--- config.mk ---
export PLATFORM = sky130hd
export DESIGN_NAME = multi_pool_block_allocator_unit
export DESIGN_NICKNAME = d
export VERILOG_FILES = /design/src/rtl/mpba_pkg.sv /design/src/rtl/multi_pool_block_allocator_unit.sv /design/src/rtl/mpba_cfg.sv /design/src/rtl/mpba_pool.sv
export SDC_FILE = /design/constraint.sdc
export NUM_CORES = 1
export LEC_CHECK = 0
export ABC_AREA = 1
export BUFFER_PORTS_ARGS = -buffer_cell sky130_fd_sc_hd__buf_2
export CELL_PAD_IN_SITES_DETAIL_PLACEMENT = 0
export CELL_PAD_IN_SITES_GLOBAL_PLACEMENT = 2
export CORE_MARGIN = 1.5
export CORE_UTILIZATION = 30
export DETAILED_ROUTE_END_ITERATION = 10
export PLACE_DENSITY = 0.68
export SYNTH_ARGS = -nofsm -noshare
export SYNTH_HDL_FRONTEND = slang
export SYNTH_SLANG_ARGS = --single-unit
--- constraint.sdc ---
create_clock -name clk_i -period 13.6 [get_ports clk_i]
set_clock_uncertainty 0.2 [all_clocks]
set_input_delay 1.36 -clock clk_i [delete_from_list [all_inputs] [get_ports clk_i]]
set_output_delay 1.36 -clock clk_i [all_outputs]
set_load 0.01 [all_outputs]
--- src/rtl/mpba_pkg.sv ---
package mpba_pkg;

  localparam int unsigned NUM_POOLS  = 4;
  localparam int unsigned MAX_BLOCKS = 32;
  localparam int unsigned POOL_W     = $clog2(NUM_POOLS);
  localparam int unsigned BLK_W      = $clog2(MAX_BLOCKS);
  localparam int unsigned CNT_W      = $clog2(MAX_BLOCKS + 1);
  localparam int unsigned SIZE_W     = 16;
  localparam int unsigned MARGIN_W   = 8;
  localparam int unsigned MISS_W     = 16;
  localparam int unsigned ADDR_W     = 5;
  localparam int unsigned DATA_W     = 32;

  localparam int unsigned DEF_POOL0_BLOCKS = 32;
  localparam int unsigned DEF_POOL1_BLOCKS = 16;
  localparam int unsigned DEF_POOL2_BLOCKS = 8;
  localparam int unsigned DEF_POOL3_BLOCKS = 4;

  localparam logic [SIZE_W-1:0]   RST_POOL0_BYTES = 16'd64;
  localparam logic [SIZE_W-1:0]   RST_POOL1_BYTES = 16'd256;
  localparam logic [SIZE_W-1:0]   RST_POOL2_BYTES = 16'd1024;
  localparam logic [SIZE_W-1:0]   RST_POOL3_BYTES = 16'd4096;
  localparam logic [MARGIN_W-1:0] RST_MARGIN      = 8'd16;

  // register indexes (paddr[4:2])
  localparam logic [2:0] REG_POOL0_BYTES = 3'd0;
  localparam logic [2:0] REG_POOL1_BYTES = 3'd1;
  localparam logic [2:0] REG_POOL2_BYTES = 3'd2;
  localparam logic [2:0] REG_POOL3_BYTES = 3'd3;
  localparam logic [2:0] REG_MARGIN      = 3'd4;

  typedef enum logic {
    OP_ALLOC = 1'b0,
    OP_FREE  = 1'b1
  } op_e;

  typedef enum logic [1:0] {
    ST_ALLOC   = 2'd0,
    ST_NONE    = 2'd1,
    ST_FREED   = 2'd2,
    ST_INVALID = 2'd3
  } status_e;

  typedef struct packed {
    logic [NUM_POOLS-1:0][SIZE_W-1:0] pool_bytes;
    logic [MARGIN_W-1:0]              margin;
  } cfg_t;

  typedef struct packed {
    logic             alloc;
    logic             free;
    logic             miss;
    logic [BLK_W-1:0] free_blk;
  } pool_cmd_t;

  typedef struct packed {
    logic [BLK_W-1:0]  top_blk;
    logic              can_free;
    logic [CNT_W-1:0]  in_use;
    logic [CNT_W-1:0]  peak;
    logic [MISS_W-1:0] misses;
  } pool_stat_t;

endpackage

--- src/rtl/multi_pool_block_allocator_unit.sv ---
// four-pool fixed-block allocator
//
// input channel (in_valid_i / in_ready_o): one word per request. op_i selects
// allocate (req_size_i used) or free (free_pool_i / free_block_i used).
// output channel (out_valid_o / out_ready_i): one result word per request,
// in request order: status, pool, block and that pool's statistics after
// the request.
// apb port: pool block sizes at 0x0..0xc, size margin at 0x10; write only
// while the block is idle. pready is tied high, reads return the register.
//
// throughput: one request per cycle while the receiver takes each result.
// all pool updates happen in the single combinational pass between the input
// register and the result register, which hold the request and its result.
// a stalled receiver holds the result register; one more request waits in
// the input register, then in_ready_o drops until the result is taken.
// reset: all pools full (highest index on top), counters zero, registers
// at their default sizes. no clearing pass is needed.
module multi_pool_block_allocator_unit #(
  parameter int unsigned POOL0_BLOCKS = mpba_pkg::DEF_POOL0_BLOCKS,
  parameter int unsigned POOL1_BLOCKS = mpba_pkg::DEF_POOL1_BLOCKS,
  parameter int unsigned POOL2_BLOCKS = mpba_pkg::DEF_POOL2_BLOCKS,
  parameter int unsigned POOL3_BLOCKS = mpba_pkg::DEF_POOL3_BLOCKS
) (
  input  logic                          clk_i,
  input  logic                          rst_ni,
  // request channel
  input  logic                          in_valid_i,
  output logic                          in_ready_o,
  input  logic                          op_i,
  input  logic [mpba_pkg::SIZE_W-1:0]   req_size_i,
  input  logic [mpba_pkg::POOL_W-1:0]   free_pool_i,
  input  logic [mpba_pkg::BLK_W-1:0]    free_block_i,
  // result channel
  output logic                          out_valid_o,
  input  logic                          out_ready_i,
  output logic [1:0]                    status_o,
  output logic [mpba_pkg::POOL_W-1:0]   pool_index_o,
  output logic [mpba_pkg::BLK_W-1:0]    block_index_o,
  output logic [mpba_pkg::CNT_W-1:0]    pool_in_use_o,
  output logic [mpba_pkg::CNT_W-1:0]    pool_peak_o,
  output logic [mpba_pkg::MISS_W-1:0]   pool_failures_o,
  // configuration port
  input  logic                          psel,
  input  logic                          penable,
  input  logic                          pwrite,
  input  logic [mpba_pkg::ADDR_W-1:0]   paddr,
  input  logic [mpba_pkg::DATA_W-1:0]   pwdata,
  output logic [mpba_pkg::DATA_W-1:0]   prdata,
  output logic                          pready
);
  import mpba_pkg::*;

  cfg_t cfg;

  // input register
  logic              in_valid_q;
  op_e               op_q;
  logic [SIZE_W-1:0] req_q;
  logic [POOL_W-1:0] fpool_q;
  logic [BLK_W-1:0]  fblk_q;

  // result register
  logic              out_valid_q;
  status_e           status_q, status_d;
  logic [POOL_W-1:0] pool_q, pool_d;
  logic [BLK_W-1:0]  blk_q, blk_d;
  logic [CNT_W-1:0]  in_use_q;
  logic [CNT_W-1:0]  peak_q;
  logic [MISS_W-1:0] miss_q;

  pool_cmd_t  [NUM_POOLS-1:0] cmd;
  pool_stat_t [NUM_POOLS-1:0] stat;
  logic       [NUM_POOLS-1:0] avail;

  logic [SIZE_W:0]       sum;
  logic [NUM_POOLS-1:0]  fits;
  logic                  served;
  logic [POOL_W-1:0]     serve_idx;
  logic                  proc;

  // a request is processed once the result register can take its result
  assign proc       = in_valid_q && (!out_valid_q || out_ready_i);
  assign in_ready_o = !in_valid_q || proc;

  mpba_cfg u_cfg (
    .clk_i   (clk_i),
    .rst_ni  (rst_ni),
    .psel    (psel),
    .penable (penable),
    .pwrite  (pwrite),
    .paddr   (paddr),
    .pwdata  (pwdata),
    .prdata  (prdata),
    .pready  (pready),
    .cfg_o   (cfg)
  );

  // 17-bit sum so a large request never wraps into a small pool
  assign sum = {1'b0, req_q} + (SIZE_W + 1)'(cfg.margin);

  always_comb begin
    for (int p = 0; p < NUM_POOLS; p++) begin
      fits[p] = (sum <= {1'b0, cfg.pool_bytes[p]});
    end
  end

  // first fitting pool with a free block wins; fitting empty pools before
  // it (or all of them when none serves) count a miss
  always_comb begin
    served    = 1'b0;
    serve_idx = '0;
    for (int p = 0; p < NUM_POOLS; p++) begin
      cmd[p].alloc    = 1'b0;
      cmd[p].free     = proc && (op_q == OP_FREE) && (fpool_q == POOL_W'(p));
      cmd[p].miss     = 1'b0;
      cmd[p].free_blk = fblk_q;
      if ((op_q == OP_ALLOC) && fits[p] && !served) begin
        if (avail[p]) begin
          served        = 1'b1;
          serve_idx     = POOL_W'(p);
          cmd[p].alloc  = proc;
        end else begin
          cmd[p].miss   = proc;
        end
      end
    end
  end

  for (genvar g = 0; g < NUM_POOLS; g++) begin : g_pool
    localparam int unsigned NB = (g == 0) ? POOL0_BLOCKS :
                                 (g == 1) ? POOL1_BLOCKS :
                                 (g == 2) ? POOL2_BLOCKS : POOL3_BLOCKS;
    mpba_pool #(
      .NBLK (NB)
    ) u_pool (
      .clk_i   (clk_i),
      .rst_ni  (rst_ni),
      .cmd_i   (cmd[g]),
      .avail_o (avail[g]),
      .stat_o  (stat[g])
    );
  end

  always_comb begin
    if (op_q == OP_ALLOC) begin
      if (served) begin
        status_d = ST_ALLOC;
        pool_d   = serve_idx;
        blk_d    = stat[serve_idx].top_blk;
      end else begin
        status_d = ST_NONE;
        pool_d   = '0;
        blk_d    = '0;
      end
    end else begin
      status_d = stat[fpool_q].can_free ? ST_FREED : ST_INVALID;
      pool_d   = fpool_q;
      blk_d    = fblk_q;
    end
  end

  always_ff @(posedge clk_i or negedge rst_ni) begin
    if (!rst_ni) begin
      in_valid_q <= 1'b0;
    end else if (in_ready_o) begin
      in_valid_q <= in_valid_i;
    end
  end

  always_ff @(posedge clk_i) begin
    if (in_ready_o && in_valid_i) begin
      op_q    <= op_e'(op_i);
      req_q   <= req_size_i;
      fpool_q <= free_pool_i;
      fblk_q  <= free_block_i;
    end
  end

  always_ff @(posedge clk_i or negedge rst_ni) begin
    if (!rst_ni) begin
      out_valid_q <= 1'b0;
    end else if (proc) begin
      out_valid_q <= 1'b1;
    end else if (out_ready_i) begin
      out_valid_q <= 1'b0;
    end
  end

  // statistics are the post-update values of the reported pool
  always_ff @(posedge clk_i) begin
    if (proc) begin
      status_q <= status_d;
      pool_q   <= pool_d;
      blk_q    <= blk_d;
      in_use_q <= stat[pool_d].in_use;
      peak_q   <= stat[pool_d].peak;
      miss_q   <= stat[pool_d].misses;
    end
  end

  assign out_valid_o     = out_valid_q;
  assign status_o        = status_q;
  assign pool_index_o    = pool_q;
  assign block_index_o   = blk_q;
  assign pool_in_use_o   = in_use_q;
  assign pool_peak_o     = peak_q;
  assign pool_failures_o = miss_q;

endmodule

--- src/rtl/mpba_cfg.sv ---
module mpba_cfg (
  input  logic                        clk_i,
  input  logic                        rst_ni,
  input  logic                        psel,
  input  logic                        penable,
  input  logic                        pwrite,
  input  logic [mpba_pkg::ADDR_W-1:0] paddr,
  input  logic [mpba_pkg::DATA_W-1:0] pwdata,
  output logic [mpba_pkg::DATA_W-1:0] prdata,
  output logic                        pready,
  output mpba_pkg::cfg_t              cfg_o
);
  import mpba_pkg::*;

  cfg_t       cfg_q, cfg_d;
  logic [2:0] idx;
  logic       wr_en;

  assign idx    = paddr[ADDR_W-1:2];
  assign wr_en  = psel && penable && pwrite;
  assign pready = 1'b1;
  assign cfg_o  = cfg_q;

  always_comb begin
    cfg_d = cfg_q;
    if (wr_en) begin
      case (idx)
        REG_POOL0_BYTES: cfg_d.pool_bytes[0] = pwdata[SIZE_W-1:0];
        REG_POOL1_BYTES: cfg_d.pool_bytes[1] = pwdata[SIZE_W-1:0];
        REG_POOL2_BYTES: cfg_d.pool_bytes[2] = pwdata[SIZE_W-1:0];
        REG_POOL3_BYTES: cfg_d.pool_bytes[3] = pwdata[SIZE_W-1:0];
        REG_MARGIN:      cfg_d.margin        = pwdata[MARGIN_W-1:0];
        default: ;
      endcase
    end
  end

  always_comb begin
    case (idx)
      REG_POOL0_BYTES: prdata = DATA_W'(cfg_q.pool_bytes[0]);
      REG_POOL1_BYTES: prdata = DATA_W'(cfg_q.pool_bytes[1]);
      REG_POOL2_BYTES: prdata = DATA_W'(cfg_q.pool_bytes[2]);
      REG_POOL3_BYTES: prdata = DATA_W'(cfg_q.pool_bytes[3]);
      REG_MARGIN:      prdata = DATA_W'(cfg_q.margin);
      default:         prdata = '0;
    endcase
  end

  always_ff @(posedge clk_i or negedge rst_ni) begin
    if (!rst_ni) begin
      cfg_q.pool_bytes[0] <= RST_POOL0_BYTES;
      cfg_q.pool_bytes[1] <= RST_POOL1_BYTES;
      cfg_q.pool_bytes[2] <= RST_POOL2_BYTES;
      cfg_q.pool_bytes[3] <= RST_POOL3_BYTES;
      cfg_q.margin        <= RST_MARGIN;
    end else begin
      cfg_q <= cfg_d;
    end
  end

endmodule

--- src/rtl/mpba_pool.sv ---
module mpba_pool #(
  parameter int unsigned NBLK = mpba_pkg::MAX_BLOCKS
) (
  input  logic                 clk_i,
  input  logic                 rst_ni,
  input  mpba_pkg::pool_cmd_t  cmd_i,
  output logic                 avail_o,
  output mpba_pkg::pool_stat_t stat_o
);
  import mpba_pkg::*;

  localparam int unsigned       IW     = (NBLK > 1) ? $clog2(NBLK) : 1;
  localparam logic [CNT_W-1:0]  NBLK_C = CNT_W'(NBLK);

  logic [BLK_W-1:0]  stack_q [NBLK];
  logic [NBLK-1:0]   map_q;
  logic [CNT_W-1:0]  top_q, top_d;
  logic [CNT_W-1:0]  in_use_q, in_use_d;
  logic [CNT_W-1:0]  peak_q, peak_d;
  logic [MISS_W-1:0] miss_q, miss_d;
  logic [CNT_W-1:0]  top_m1;
  logic [CNT_W-1:0]  in_use_p1;
  logic [IW-1:0]     fidx;
  logic              can_free;
  logic              do_alloc;
  logic              do_free;

  assign top_m1    = top_q - 1'b1;
  assign in_use_p1 = in_use_q + 1'b1;
  assign fidx      = cmd_i.free_blk[IW-1:0];
  assign can_free  = (CNT_W'(cmd_i.free_blk) < NBLK_C) && map_q[fidx] && (top_q < NBLK_C);
  assign do_alloc  = cmd_i.alloc && (top_q != '0);
  assign do_free   = cmd_i.free && can_free;

  always_comb begin
    top_d    = top_q;
    in_use_d = in_use_q;
    peak_d   = peak_q;
    miss_d   = miss_q;
    if (do_alloc) begin
      top_d    = top_m1;
      in_use_d = in_use_p1;
      if (in_use_p1 > peak_q) begin
        peak_d = in_use_p1;
      end
    end else if (do_free) begin
      top_d = top_q + 1'b1;
      if (in_use_q != '0) begin
        in_use_d = in_use_q - 1'b1;
      end
    end
    if (cmd_i.miss && (miss_q != '1)) begin
      miss_d = miss_q + 1'b1;
    end
  end

  // avail_o and top_blk depend on stored state only; the rest follow cmd_i
  assign avail_o          = (top_q != '0);
  assign stat_o.top_blk   = stack_q[top_m1[IW-1:0]];
  assign stat_o.can_free  = can_free;
  assign stat_o.in_use    = in_use_d;
  assign stat_o.peak      = peak_d;
  assign stat_o.misses    = miss_d;

  always_ff @(posedge clk_i or negedge rst_ni) begin
    if (!rst_ni) begin
      top_q    <= NBLK_C;
      in_use_q <= '0;
      peak_q   <= '0;
      miss_q   <= '0;
      map_q    <= '0;
      for (int i = 0; i < NBLK; i++) begin
        stack_q[i] <= BLK_W'(i);
      end
    end else begin
      top_q    <= top_d;
      in_use_q <= in_use_d;
      peak_q   <= peak_d;
      miss_q   <= miss_d;
      if (do_alloc) begin
        map_q[stat_o.top_blk[IW-1:0]] <= 1'b1;
      end
      if (do_free) begin
        map_q[fidx]                <= 1'b0;
        stack_q[top_q[IW-1:0]]     <= cmd_i.free_blk;
      end
    end
  end

  // every block is either on the free stack or marked in use
  a_conserve: assert property (@(posedge clk_i) disable iff (!rst_ni)
    (top_q + in_use_q) == NBLK_C)
    else $error("pool block count not conserved");

  a_map_count: assert property (@(posedge clk_i) disable iff (!rst_ni)
    CNT_W'($countones(map_q)) == in_use_q)
    else $error("in-use bitmap disagrees with in-use count");

  a_peak: assert property (@(posedge clk_i) disable iff (!rst_ni)
    peak_q >= in_use_q)
    else $error("peak below in-use count");

endmodule

# Yosys cells after proc, flatten, opt, wreduce, memory -nomap -nowiden
# Cells that the tools add are included.
[op_classes]
add_sub_neg = 21
order_cmp = 46
n_eq_ne = 11
muxes = 134
n_bitwise = 21
n_reduce_logical = 74
[op_table]
columns = ["cell", "n"]
rows = [
  ["binary-select mux 34 bit (select 2 bit)", 3],
  ["2-to-1 mux 6 bit", 28],
  ["bitwise mux 160 bit", 1],
  ["2-to-1 mux 16 bit", 6],
  ["bitwise mux 80 bit", 1],
  ["case mux 16 bit (5 select lines)", 1],
  ["2-to-1 mux 5 bit", 14],
  ["<= comparator 17 x 16 -> 1 bit", 4],
  ["adder 16 x 1 -> 16 bit, second input constant", 4],
  ["2-to-1 mux 32 bit", 2],
  ["inequality test 16 bit, second input constant", 4],
  ["adder 6 x 1 -> 6 bit, second input constant", 8],
  ["nonzero test 6 bit", 8],
  ["subtractor 6 x 1 -> 6 bit, second input constant", 8],
  ["logical AND 1 bit", 47],
  ["2-to-1 mux 1 bit", 42],
  ["bitwise mux 40 bit", 1],
  ["2-to-1 mux 34 bit", 1],
  ["bitwise AND 32 bit", 1],
  ["inverter 32 bit", 1],
  ["OR 32 bit", 1],
  ["2-to-1 mux 29 bit", 1],
  ["2-to-1 mux 28 bit", 1],
  ["binary-select mux 5 bit (select 5 bit)", 1],
  ["other kinds (69)", 118],
]
[totals]
reg_bits = 631
output_inout_bits = 72
wordCells = 404

# Longest topological paths before layout
# Gate-level depths: netlist of the first run.
[logic_depth]
word_depth = 19
depth_mapped = 35
mapped_depth_nobuf = 33

# Modules after synthesis
# A second synthesis of the first run with hierarchy kept.
[hier_totals]
cells_unflattened = 4877
area_unflattened_um2 = 37171.9
[by_module_without_submodules]
columns = ["module", "instances", "cells_per_inst", "area_per_inst_um2"]
rows = [
  ["mpba_pool at g_pool[0].u_pool", 1, 1641, 12275.5],
  ["mpba_pool at g_pool[1].u_pool", 1, 955, 7156.9],
  ["multi_pool_block_allocator_unit", 1, 768, 5910.7],
  ["mpba_pool at g_pool[2].u_pool", 1, 633, 4690.7],
  ["mpba_cfg", 1, 440, 3688.5],
  ["mpba_pool at g_pool[3].u_pool", 1, 440, 3449.6],
]

# Worst setup path after synthesis of the first run
# OpenSTA, ideal clock, no wires.
[synth_timing]
path_kind = "reg2reg"
start = "reg u_cfg.cfg_q, in the netlist u_cfg.cfg_o[2]"
end = "reg peak_q[4] (netlist: pool_peak_o[4]), data pin"
setup_ns = 0.252
arrival_ns = 4.240
required_time_ns = 13.148
slack_ns = 8.908
stages_incl_launch_ff = 29
cell_sequence = "dfrtp_1 ha_1 nand3_1 nand2_1 a21oi_1 o21bai_1 a21oi_1 o21bai_1 nand2_1 a21boi_0 nand2_1 nor3_1 nand3_1 xnor2_1 ha_1 nand4_1 nor4_1 nand2_1 nand2_1 nand2_2 o21ai_4 a21oi_4 nand3_4 nand3_4 buf_6 buf_6 or2_0 nand3_1 nand2_1"
[synth_via]
elab_chain_len = 17
elab_cells_between_ends = 43
cone_classes = "1 x add/sub; 4 x order compare; 24 x mux; 14 x reduce/logical"
[synth_lines]
columns = ["element", "line", "source"]
rows = [
  ["start, declared", "mpba_cfg.sv:15", "cfg_t cfg_q, cfg_d;"],
  ["start signal, assigned", "mpba_cfg.sv:57", "cfg_q <= cfg_d;"],
  ["adder 16 x 8 -> 17 bit (*)", "multi_pool_block_allocator_unit.sv:99", "assign sum = {1'b0, req_q} + (SIZE_W + 1)'(cfg.margin);"],
  ["<= comparator 17 x 16 -> 1 bit", "multi_pool_block_allocator_unit.sv:103", "fits[p] = (sum <= {1'b0, cfg.pool_bytes[p]});"],
  ["logical AND 1 bit", "multi_pool_block_allocator_unit.sv:117", "if ((op_q == OP_ALLOC) && fits[p] && !served) begin"],
  ["2-to-1 mux 1 bit", "multi_pool_block_allocator_unit.sv:117", ""],
  ["logical NOT 1 bit", "multi_pool_block_allocator_unit.sv:117", ""],
  ["logical AND 1 bit", "multi_pool_block_allocator_unit.sv:117", ""],
  ["2-to-1 mux 1 bit", "multi_pool_block_allocator_unit.sv:117", ""],
  ["logical NOT 1 bit", "multi_pool_block_allocator_unit.sv:117", ""],
  ["logical AND 1 bit", "multi_pool_block_allocator_unit.sv:117", ""],
  ["2-to-1 mux 1 bit", "multi_pool_block_allocator_unit.sv:117", ""],
  ["logical NOT 1 bit", "multi_pool_block_allocator_unit.sv:117", ""],
  ["logical AND 1 bit", "multi_pool_block_allocator_unit.sv:117", ""],
  ["2-to-1 mux 2 bit or 2-to-1 mux 1 bit (tied branches)", "multi_pool_block_allocator_unit.sv:117", ""],
  ["2-to-1 mux 2 bit or logical AND 1 bit (tied branches)", "multi_pool_block_allocator_unit.sv:146, mpba_pool.sv:32", ""],
  ["2-to-1 mux 2 bit or 2-to-1 mux 6 bit (tied branches)", "multi_pool_block_allocator_unit.sv:145, mpba_pool.sv:40", ""],
  ["binary-select mux 34 bit (select 2 bit) (*)", "multi_pool_block_allocator_unit.sv:196", "peak_q <= stat[pool_d].peak;"],
  ["2-to-1 mux 28 bit (*)", "--", ""],
  ["end signal, assigned", "multi_pool_block_allocator_unit.sv:196", ""],
  ["end, declared", "multi_pool_block_allocator_unit.sv:68", "logic [CNT_W-1:0] peak_q;"],
]
# Mark *: on every way between the ends. The rest lies on a longest branch, timed or not. The select of a mux whose other input is x is not followed.
# A chain may end at the register's enable or synchronous reset.

# Final worst setup path of the first run
[layout_timing]
start = "reg u_cfg.cfg_q, in the netlist u_cfg.cfg_o[2]"
end = "reg in_use_q[2] (netlist: pool_in_use_o[2]), data pin"
[layout_via]
elab_chain_len = 17
elab_cells_between_ends = 43
cone_classes = "1 x add/sub; 4 x order compare; 24 x mux; 14 x reduce/logical"
[layout_lines]
columns = ["element", "line", "source"]
rows = [
  ["adder 16 x 8 -> 17 bit (*)", "multi_pool_block_allocator_unit.sv:99", ""],
  ["<= comparator 17 x 16 -> 1 bit", "multi_pool_block_allocator_unit.sv:103", ""],
  ["logical AND 1 bit", "multi_pool_block_allocator_unit.sv:117", ""],
  ["2-to-1 mux 1 bit", "multi_pool_block_allocator_unit.sv:117", ""],
  ["logical NOT 1 bit", "multi_pool_block_allocator_unit.sv:117", ""],
  ["logical AND 1 bit", "multi_pool_block_allocator_unit.sv:117", ""],
  ["2-to-1 mux 1 bit", "multi_pool_block_allocator_unit.sv:117", ""],
  ["logical NOT 1 bit", "multi_pool_block_allocator_unit.sv:117", ""],
  ["logical AND 1 bit", "multi_pool_block_allocator_unit.sv:117", ""],
  ["2-to-1 mux 1 bit", "multi_pool_block_allocator_unit.sv:117", ""],
  ["logical NOT 1 bit", "multi_pool_block_allocator_unit.sv:117", ""],
  ["logical AND 1 bit", "multi_pool_block_allocator_unit.sv:117", ""],
  ["2-to-1 mux 2 bit or 2-to-1 mux 1 bit (tied branches)", "multi_pool_block_allocator_unit.sv:117", ""],
  ["2-to-1 mux 2 bit or logical AND 1 bit (tied branches)", "multi_pool_block_allocator_unit.sv:146, mpba_pool.sv:32", ""],
  ["2-to-1 mux 2 bit or 2-to-1 mux 6 bit (tied branches)", "multi_pool_block_allocator_unit.sv:145, mpba_pool.sv:40", ""],
  ["binary-select mux 34 bit (select 2 bit) (*)", "multi_pool_block_allocator_unit.sv:195", "in_use_q <= stat[pool_d].in_use;"],
  ["2-to-1 mux 28 bit (*)", "--", ""],
  ["end signal, assigned", "multi_pool_block_allocator_unit.sv:195", ""],
  ["end, declared", "multi_pool_block_allocator_unit.sv:67", "logic [CNT_W-1:0] in_use_q;"],
]
# Marked as above.

==> results of run 1 <==
[Yosys cell counts, drive strengths merged, types with 37 or more instances]
| library cell | instances |
|---|---|
| nand2 | 1128 |
| o21ai | 535 |
| dfrtp | 433 |
| inv | 428 |
| nor2 | 301 |
| a21oi | 159 |
| nand3 | 152 |
| dfstp | 137 |
| ha | 128 |
| clkbuf | 100 |
| buf | 89 |
| xor2 | 89 |
| nand4 | 70 |
| nor3 | 62 |
| edfxtp | 61 |
| a22oi | 37 |
[metal layers]
metal,up-vias,share of wire
met3,128,0.036
met2,451,0.44
met5,-,0
met1,13300,0.51
met4,0,0.022
li1,14000,-
[registers in the layout, indices dropped and copies added, names as in the netlist, 6 cells and up]
name	cells
pool_failures_o	16
g_pool.u_pool.stack_q	300
req_q	16
g_pool.u_pool.top_q	24
g_pool.u_pool.in_use_q	24
g_pool.u_pool.map_q	60
pool_peak_o	6
u_cfg.cfg_o	72
g_pool.u_pool.peak_q	24
g_pool.u_pool.miss_q	64
pool_in_use_o	6
[through the flow]
stage                     cell area (µm²)  hold WS, ns  instances  total power, W  worst slack, ns
after CTS                           38700        0.268       5809         0.00792             6.11
after floorplan                     34400        0.236       4201         0.00471             8.91
after global placement              36200        0.249       5666         0.00580             6.16
final                               38700        0.262       5809         0.00780             6.25
after global routing                38700        0.281       5809         0.00842             5.43
after detailed placement            36200        0.253       5666         0.00579             6.14
[cells in the final DEF (no fill, tap or decap), types with 50 or more instances in the layout]
master | synthesis | layout
nand2_1 | 1110 | 1110
o21ai_0 | 464 | 464
dfrtp_1 | 433 | 432
inv_1 | 409 | 408
nor2_1 | 290 | 289
a21oi_1 | 154 | 154
nand3_1 | 142 | 142
dfstp_2 | 137 | 137
ha_1 | 128 | 127
buf_2 | 39 | 103
xor2_1 | 89 | 89
clkbuf_16 | 0 | 81
nand4_1 | 70 | 70
edfxtp_1 | 61 | 61
o21ai_1 | 59 | 59
nor3_1 | 55 | 50
[logic make-up (layout without fill, tap and decap cells)]
| kind of cell | after synthesis | in the layout |
|---|---|---|
| XOR/XNOR | 115 | 115 |
| adder cells (fa/ha/maj) | 129 | 129 |
| multiplexers | 22 | 22 |
| AO/OA/AOI/OAI | 907 | 907 |
| AND/OR/NAND/NOR | 1759 | 1759 |
| other | 2 | 17 |
| buffers and inverters | 621 | 717 |
| flip-flops | 631 | 631 |
[layout make-up]
type,count,area share
multi-input combinational,2949,0.403
inverter,432,0.0418
timing repair buffer,142,0.0214
clock inverter,18,0.00297
clock buffer,125,0.0617
tap,1512,0.0488
sequential,631,0.420
[worst min-delay path: stages (launching register included)]
cell	delay (ns)
dfrtp_1	0.34
nand2_1	0.05
inv_1	0.04
[final timing paths]
check	to	depth (start not counted)
setup / recovery	pool_in_use_o[2]$_DFFE_PP_	29
hold / removal	g_pool[2].u_pool.stack_q[29]$_DFFE_PN0P_	2
setup reg to reg	pool_in_use_o[2]$_DFFE_PP_	29
hold reg to reg	g_pool[2].u_pool.stack_q[29]$_DFFE_PN0P_	2
max in group asynchronous	g_pool[1].u_pool.stack_q[64]$_DFFE_PN0P_	4
min in group asynchronous	g_pool[2].u_pool.miss_q[5]$_DFF_PN0_	1
[power by group]
| group | switching [W] | internal (W) | leakage, nW |
|---|---|---|---|
| clock | 0.000849 | 0.00122 | 1.24 |
| sequential | 0.000276 | 0.00224 | 7.65 |
| combinational | 0.00222 | 0.000993 | 8.65 |
| total | 0.00335 | 0.00445 | 17.6 |
==> impl_metrics.tcl, run 1 <==
set metrics [dict create \
    grtUsageMet1 0.273 \
    final_nets 4432 \
    clock_latency_ns 0.64 \
    nFillCells 12200 \
    grt_pass1_wl_um 169000 \
    hold_buffers 0 \
    fmax_mhz 136 \
    cp_max_fo 44 \
    final_hold_viol_count 0 \
    rows 124 \
    core-area_um2 114000 \
    yosysWarnings 0 \
    gr-usage-met3 0.0231 \
    yosysTopAreaCell "dfrtp_1" \
    synthTopCellsByArea "dfrtp_1 (32%), nand2_1 (12%), dfstp_2 (10%)" \
    required_ns 13.79 \
    hpwlAfterDp_um 73800 \
    maxCapViolCount 0 \
    cp.arrival_ns 7.54 \
    antenna_found_initial 0 \
    netlist_instances 4186 \
    wl_per_cell_um 18.5 \
    start_util 0.301 \
    startpoint "u_cfg.cfg_o[2]$_DFFE_PN0P_" \
    die_y_um 342 \
    cts_tree "yes" \
    postRouteAntennaNets 0 \
    worstHoldStart "g_pool[2].u_pool.stack_q[29]$_DFFE_PN0P_" \
    synth-seq-cells 631 \
    busiest_layer "met2" \
    dieArea_um2 117000 \
    powerDensity_nw_per_um2 201 \
    synth_cell_types 70 \
    cp_slowest_cell "a21oi_4" \
    clk_path_buf_depth 3 \
    grt_util_met2 0.284 \
    tns_ns 0 \
    io_pins 140 \
    critical_path_buf_inv_count 2 \
    htreeDepth 3 \
    syn-mean-instance-area_um2 8.21 \
    synth-xor-area-share 0.0295 \
    period_needed_ns 7.35 \
    grt_setup_unrepaired "no" \
    grt_max_degree 139 \
    finalCritPeriodShare 0.540 \
    cts-resized-gates 0 \
    globalRoute.totalOverflow 0 \
    synth_compound_area_frac 0.152 \
    multi_input_area_um2 15600 \
    drive_gt1_frac 0.117 \
    critical_path_class "reg2reg" \
    reg2reg_slack_ns 6.25 \
    synthFlopType "dfrtp_1" \
    vias_per_cell 4.81 \
    drt_iter0_markers 1567 \
    path_common_cell "nand2_1" \
    cts_buffers 79 \
    clk_pin_slew_ns 0.06 \
    critPathMaxStageDelay_ns 0.65 \
    tightest_slew_ns 1.18 \
    cts_setup_buffers 0 \
    grtUsageTotal 0.185 \
    synth-edff-count 61 \
    synthSimpleGateAreaFrac 0.217 \
    antenna_cells 0 \
    cp_top_family "simple AND/OR/NAND/NOR gates" \
    wl_um 108000 \
    ys_seq_area_frac 0.473 \
    final_max_slew_viol_count 0 \
    via_count 27900 \
    grt_pass1_vias 27600 \
    max_slew_margin 0.212 \
    status "finished, final reports clean" \
    area_growth_pct 12.7 \
    clock_sinks 631 \
    synth.area.mux_share 0.00652 \
    port_buffers 104 \
    register_area_um2 16300 \
    synthArstFlopShare 0.903 \
    synth_top_family_by_area "simple AND/OR/NAND/NOR gates" \
    total_leakage_power_nw 17.6 \
    worstSetupEndpointType "register" \
    hold_path.class "reg2reg" \
    root_buffer "clkbuf_16" \
    routabilityCongestion 0.784 \
    start_kind "register" \
    synth_fa_ha_area_frac 0.0472 \
    peakVddDrop_mv 0.154 \
    utilization 0.340 \
    syn_area_um2 34400 \
    first_pass_iters 5 \
    r2r_start "u_cfg.cfg_o[2]$_DFFE_PN0P_" \
    yosys.area.top_type_share 0.315 \
    report.final.setup_viol 0 \
    drc_errors 0 \
    fp.dieW_um 342 \
]
No activity file was read; power rests on OpenSTA's default activity.
==> inputs of run 2 (changes only) <==
- ABC_AREA: 1 -> 0
- PLACE_DENSITY: 0.68 -> 0.62
- clock period: 13.6 -> 7.2 ns (I/O delays scaled with it)
==> impl_metrics.tcl, run 2 <==
set metrics [dict create \
    via_count 23300 \
    root_buffer "clkbuf_16" \
    cts-resized-gates 0 \
    largest_reg_flops 300 \
    report.final.setup_viol 0 \
    synthFlopType "dfrtp_1" \
    clk_pin_slew_ns 0.06 \
    clock_latency_ns 0.65 \
    drc_errors 0 \
    finalCritPeriodShare 0.923 \
    power_frac_comb 0.276 \
    reg2reg_slack_ns 0.56 \
    critical_path_class "reg2reg" \
    synthArstFlopShare 0.903 \
    routabilityCongestion 0.823 \
    die_y_um 337 \
    netlist_instances 2862 \
    globalRoute.totalOverflow 0 \
    wl_per_cell_um 21.9 \
    hold_path.class "in2reg" \
    total_leakage_power_nw 16.6 \
    postRouteAntennaNets 0 \
    nFillCells 11000 \
    yosysWarnings 0 \
    regMostFlops "g_pool.u_pool.stack_q" \
    antenna_found_initial 4 \
    final_common_cell "dfrtp_1" \
    required_ns 7.36 \
    max_slew_margin 0.109 \
    status "finished, final reports clean" \
    yosysTopAreaCell "dfrtp_1" \
    cp_max_fo 11 \
    htreeDepth 3 \
    gr-usage-met3 0.0247 \
    synth-edff-count 61 \
    port_buffers 104 \
    area_growth_pct 13.9 \
    start_util 0.302 \
    ys_seq_area_frac 0.486 \
    grt_pass1_wl_um 152000 \
    final_max_slew_viol_count 0 \
    synthTopCellsByArea "dfrtp_1 (32%), dfstp_2 (11%), mux2_2 (9.7%)" \
    tightest_slew_ns 1.33 \
    core-area_um2 111000 \
    p_int_w 0.00733 \
    vias_per_cell 5.18 \
    grt_pass1_vias 24300 \
    peakVddDrop_mv 0.194 \
    grt_util_met2 0.295 \
    antenna_cells 0 \
    drive_gt1_frac 0.291 \
    clock_power_share 0.347 \
    hpwlAfterDp_um 68500 \
    fp.dieW_um 337 \
    io_pins 140 \
    grtUsageTotal 0.175 \
    mostFrequentLayoutCells "dfrtp_1 (432), mux2_2 (289), nand2_1 (171)" \
    synth_most_common_cell "dfrtp_1" \
    power.total_w 0.0111 \
    clk_path_buf_depth 3 \
    start_kind "register" \
    cp.arrival_ns 6.81 \
    final_hold_viol_count 0 \
    worstSetupEndpointType "register" \
    final_nets 3142 \
    period_needed_ns 6.64 \
    syn-mean-instance-area_um2 11.7 \
    synth_cell_types 97 \
    rows 122 \
    grt_max_degree 146 \
    cts_buffers 77 \
    wl_um 98500 \
    dieArea_um2 114000 \
    synth-seq-cells 631 \
    busiest_layer "met2" \
    p_switching_w 0.00377 \
    first_pass_iters 6 \
    syn_area_um2 33500 \
    powerDensity_nw_per_um2 291 \
    maxCapViolCount 0 \
    cts_tree "yes" \
    yosys.area.top_type_share 0.324 \
    grtUsageMet1 0.232 \
    tns_ns 0 \
    clock_sinks 631 \
    fmax_mhz 151 \
    sequentialPowerShare 0.377 \
    synth_common_cells "dfrtp_1 (433), mux2_2 (289), nand2_1 (171)" \
    grt_setup_unrepaired "no" \
    switching_share 0.340 \
    drt_iter0_markers 1289 \
]
## run 2: power groups by stage
stage | logic (W) | clock network, W | registers (W)
4_1_cts | 0.00312 | 0.00398 | 0.00419
6_report | 0.00306 | 0.00385 | 0.00419
3_3_place_gp | 0.00309 | 0 | 0.00424
5_1_grt | 0.00340 | 0.00412 | 0.00423
2_1_floorplan | 0.00215 | 0 | 0.00413
3_5_place_dp | 0.00311 | 0 | 0.00425
## run 2: what timing repair did
action | 4_1_cts | 5_1_grt
hold buffers | 2 | 0
hold endpoints to repair | 42 | 0
buffers inserted | 0 | 0
## run 2: final timing paths
| path | from | endpoint | cells after the start |
|---|---|---|---|
| worst min register to register | g_pool[1].u_pool.stack_q[54]$_DFFE_PN0P_ | g_pool[1].u_pool.stack_q[54]$_DFFE_PN0P_ | 1 |
| max in group asynchronous | rst_ni | g_pool[0].u_pool.top_q[0]$_DFFE_PN0P_ | 3 |
| min in group asynchronous | rst_ni | u_cfg.cfg_o[56]$_DFFE_PN0P_ | 2 |
| worst max register to register | u_cfg.cfg_o[0]$_DFFE_PN0P_ | pool_failures_o[10]$_DFFE_PP_ | 22 |
| worst max-delay path | u_cfg.cfg_o[0]$_DFFE_PN0P_ | pool_failures_o[10]$_DFFE_PP_ | 22 |
| worst min-delay path | req_size_i[4] | req_q[4]$_DFFE_PP_ | 1 |
## run 2: through the flow
| stage | utilization | worst slack (ns) | hold WS [ns] | cell area [µm²] | cells |
|---|---|---|---|---|---|
| 2_1_floorplan | - | 2.21 | 0.224 | 33500 | 2877 |
| 3_3_place_gp | 0.321 | 0.538 | 0.256 | 35600 | 4352 |
| 3_5_place_dp | 0.321 | 0.439 | 0.266 | 35600 | 4352 |
| 4_1_cts | 0.344 | 0.418 | 0.000395 | 38100 | 4496 |
| 5_1_grt | 0.344 | 0.00283 | 0.0145 | 38100 | 4496 |
| 6_report | 0.344 | 0.557 | 0.0525 | 38100 | 4496 |
## run 2: area by class of cell
type	count	area [µm²]	share of cell area
clock buffers	123	2320	0.0610
clock inverters	19	185	0.00486
inverters	140	526	0.0138
multi-input cells	1934	15900	0.418
flip-flops and latches	631	16300	0.427
well taps	1488	1860	0.0489
repair buffers	161	1000	0.0263
## run 2: kinds of logic after synthesis
group | after synthesis | synth area share
AO/OA/AOI/OAI | 513 | 0.0972
buffers and inverters | 312 | 0.0399
AND/OR/NAND/NOR | 740 | 0.118
adder cells (fa/ha/maj) | 129 | 0.0485
multiplexers | 429 | 0.182
other | 2 | 0.000224
XOR/XNOR | 106 | 0.0284
flip-flops | 631 | 0.486
## run 2: critical path, cell delays in order (launching register included)
cell	delay, ns
dfrtp_1	0.37
ha_1	0.19
inv_1	0.06
fa_1	0.45
nor2b_1	0.18
o31a_1	0.27
o21ai_0	0.11
nand2b_1	0.11
a31oi_1	0.15
nor2b_1	0.42
nand4_1	0.22
xnor2_1	0.44
ha_1	0.21
nand4_1	0.14
nor3_1	0.27
o21ai_1	0.13
a31oi_1	0.54
o211ai_1	0.25
buf_4	0.27
nor4b_4	0.57
a41oi_1	0.21
o21ai_0	0.44
a21oi_1	0.13
## run 2: routing by layer
| metal | vias up | wire (µm) |
|---|---|---|
| li1 | 10700 | - |
| met1 | 12000 | 44300 |
| met2 | 531 | 48100 |
| met3 | 130 | 3710 |
| met4 | 0 | 2350 |
| met5 | - | 0 |
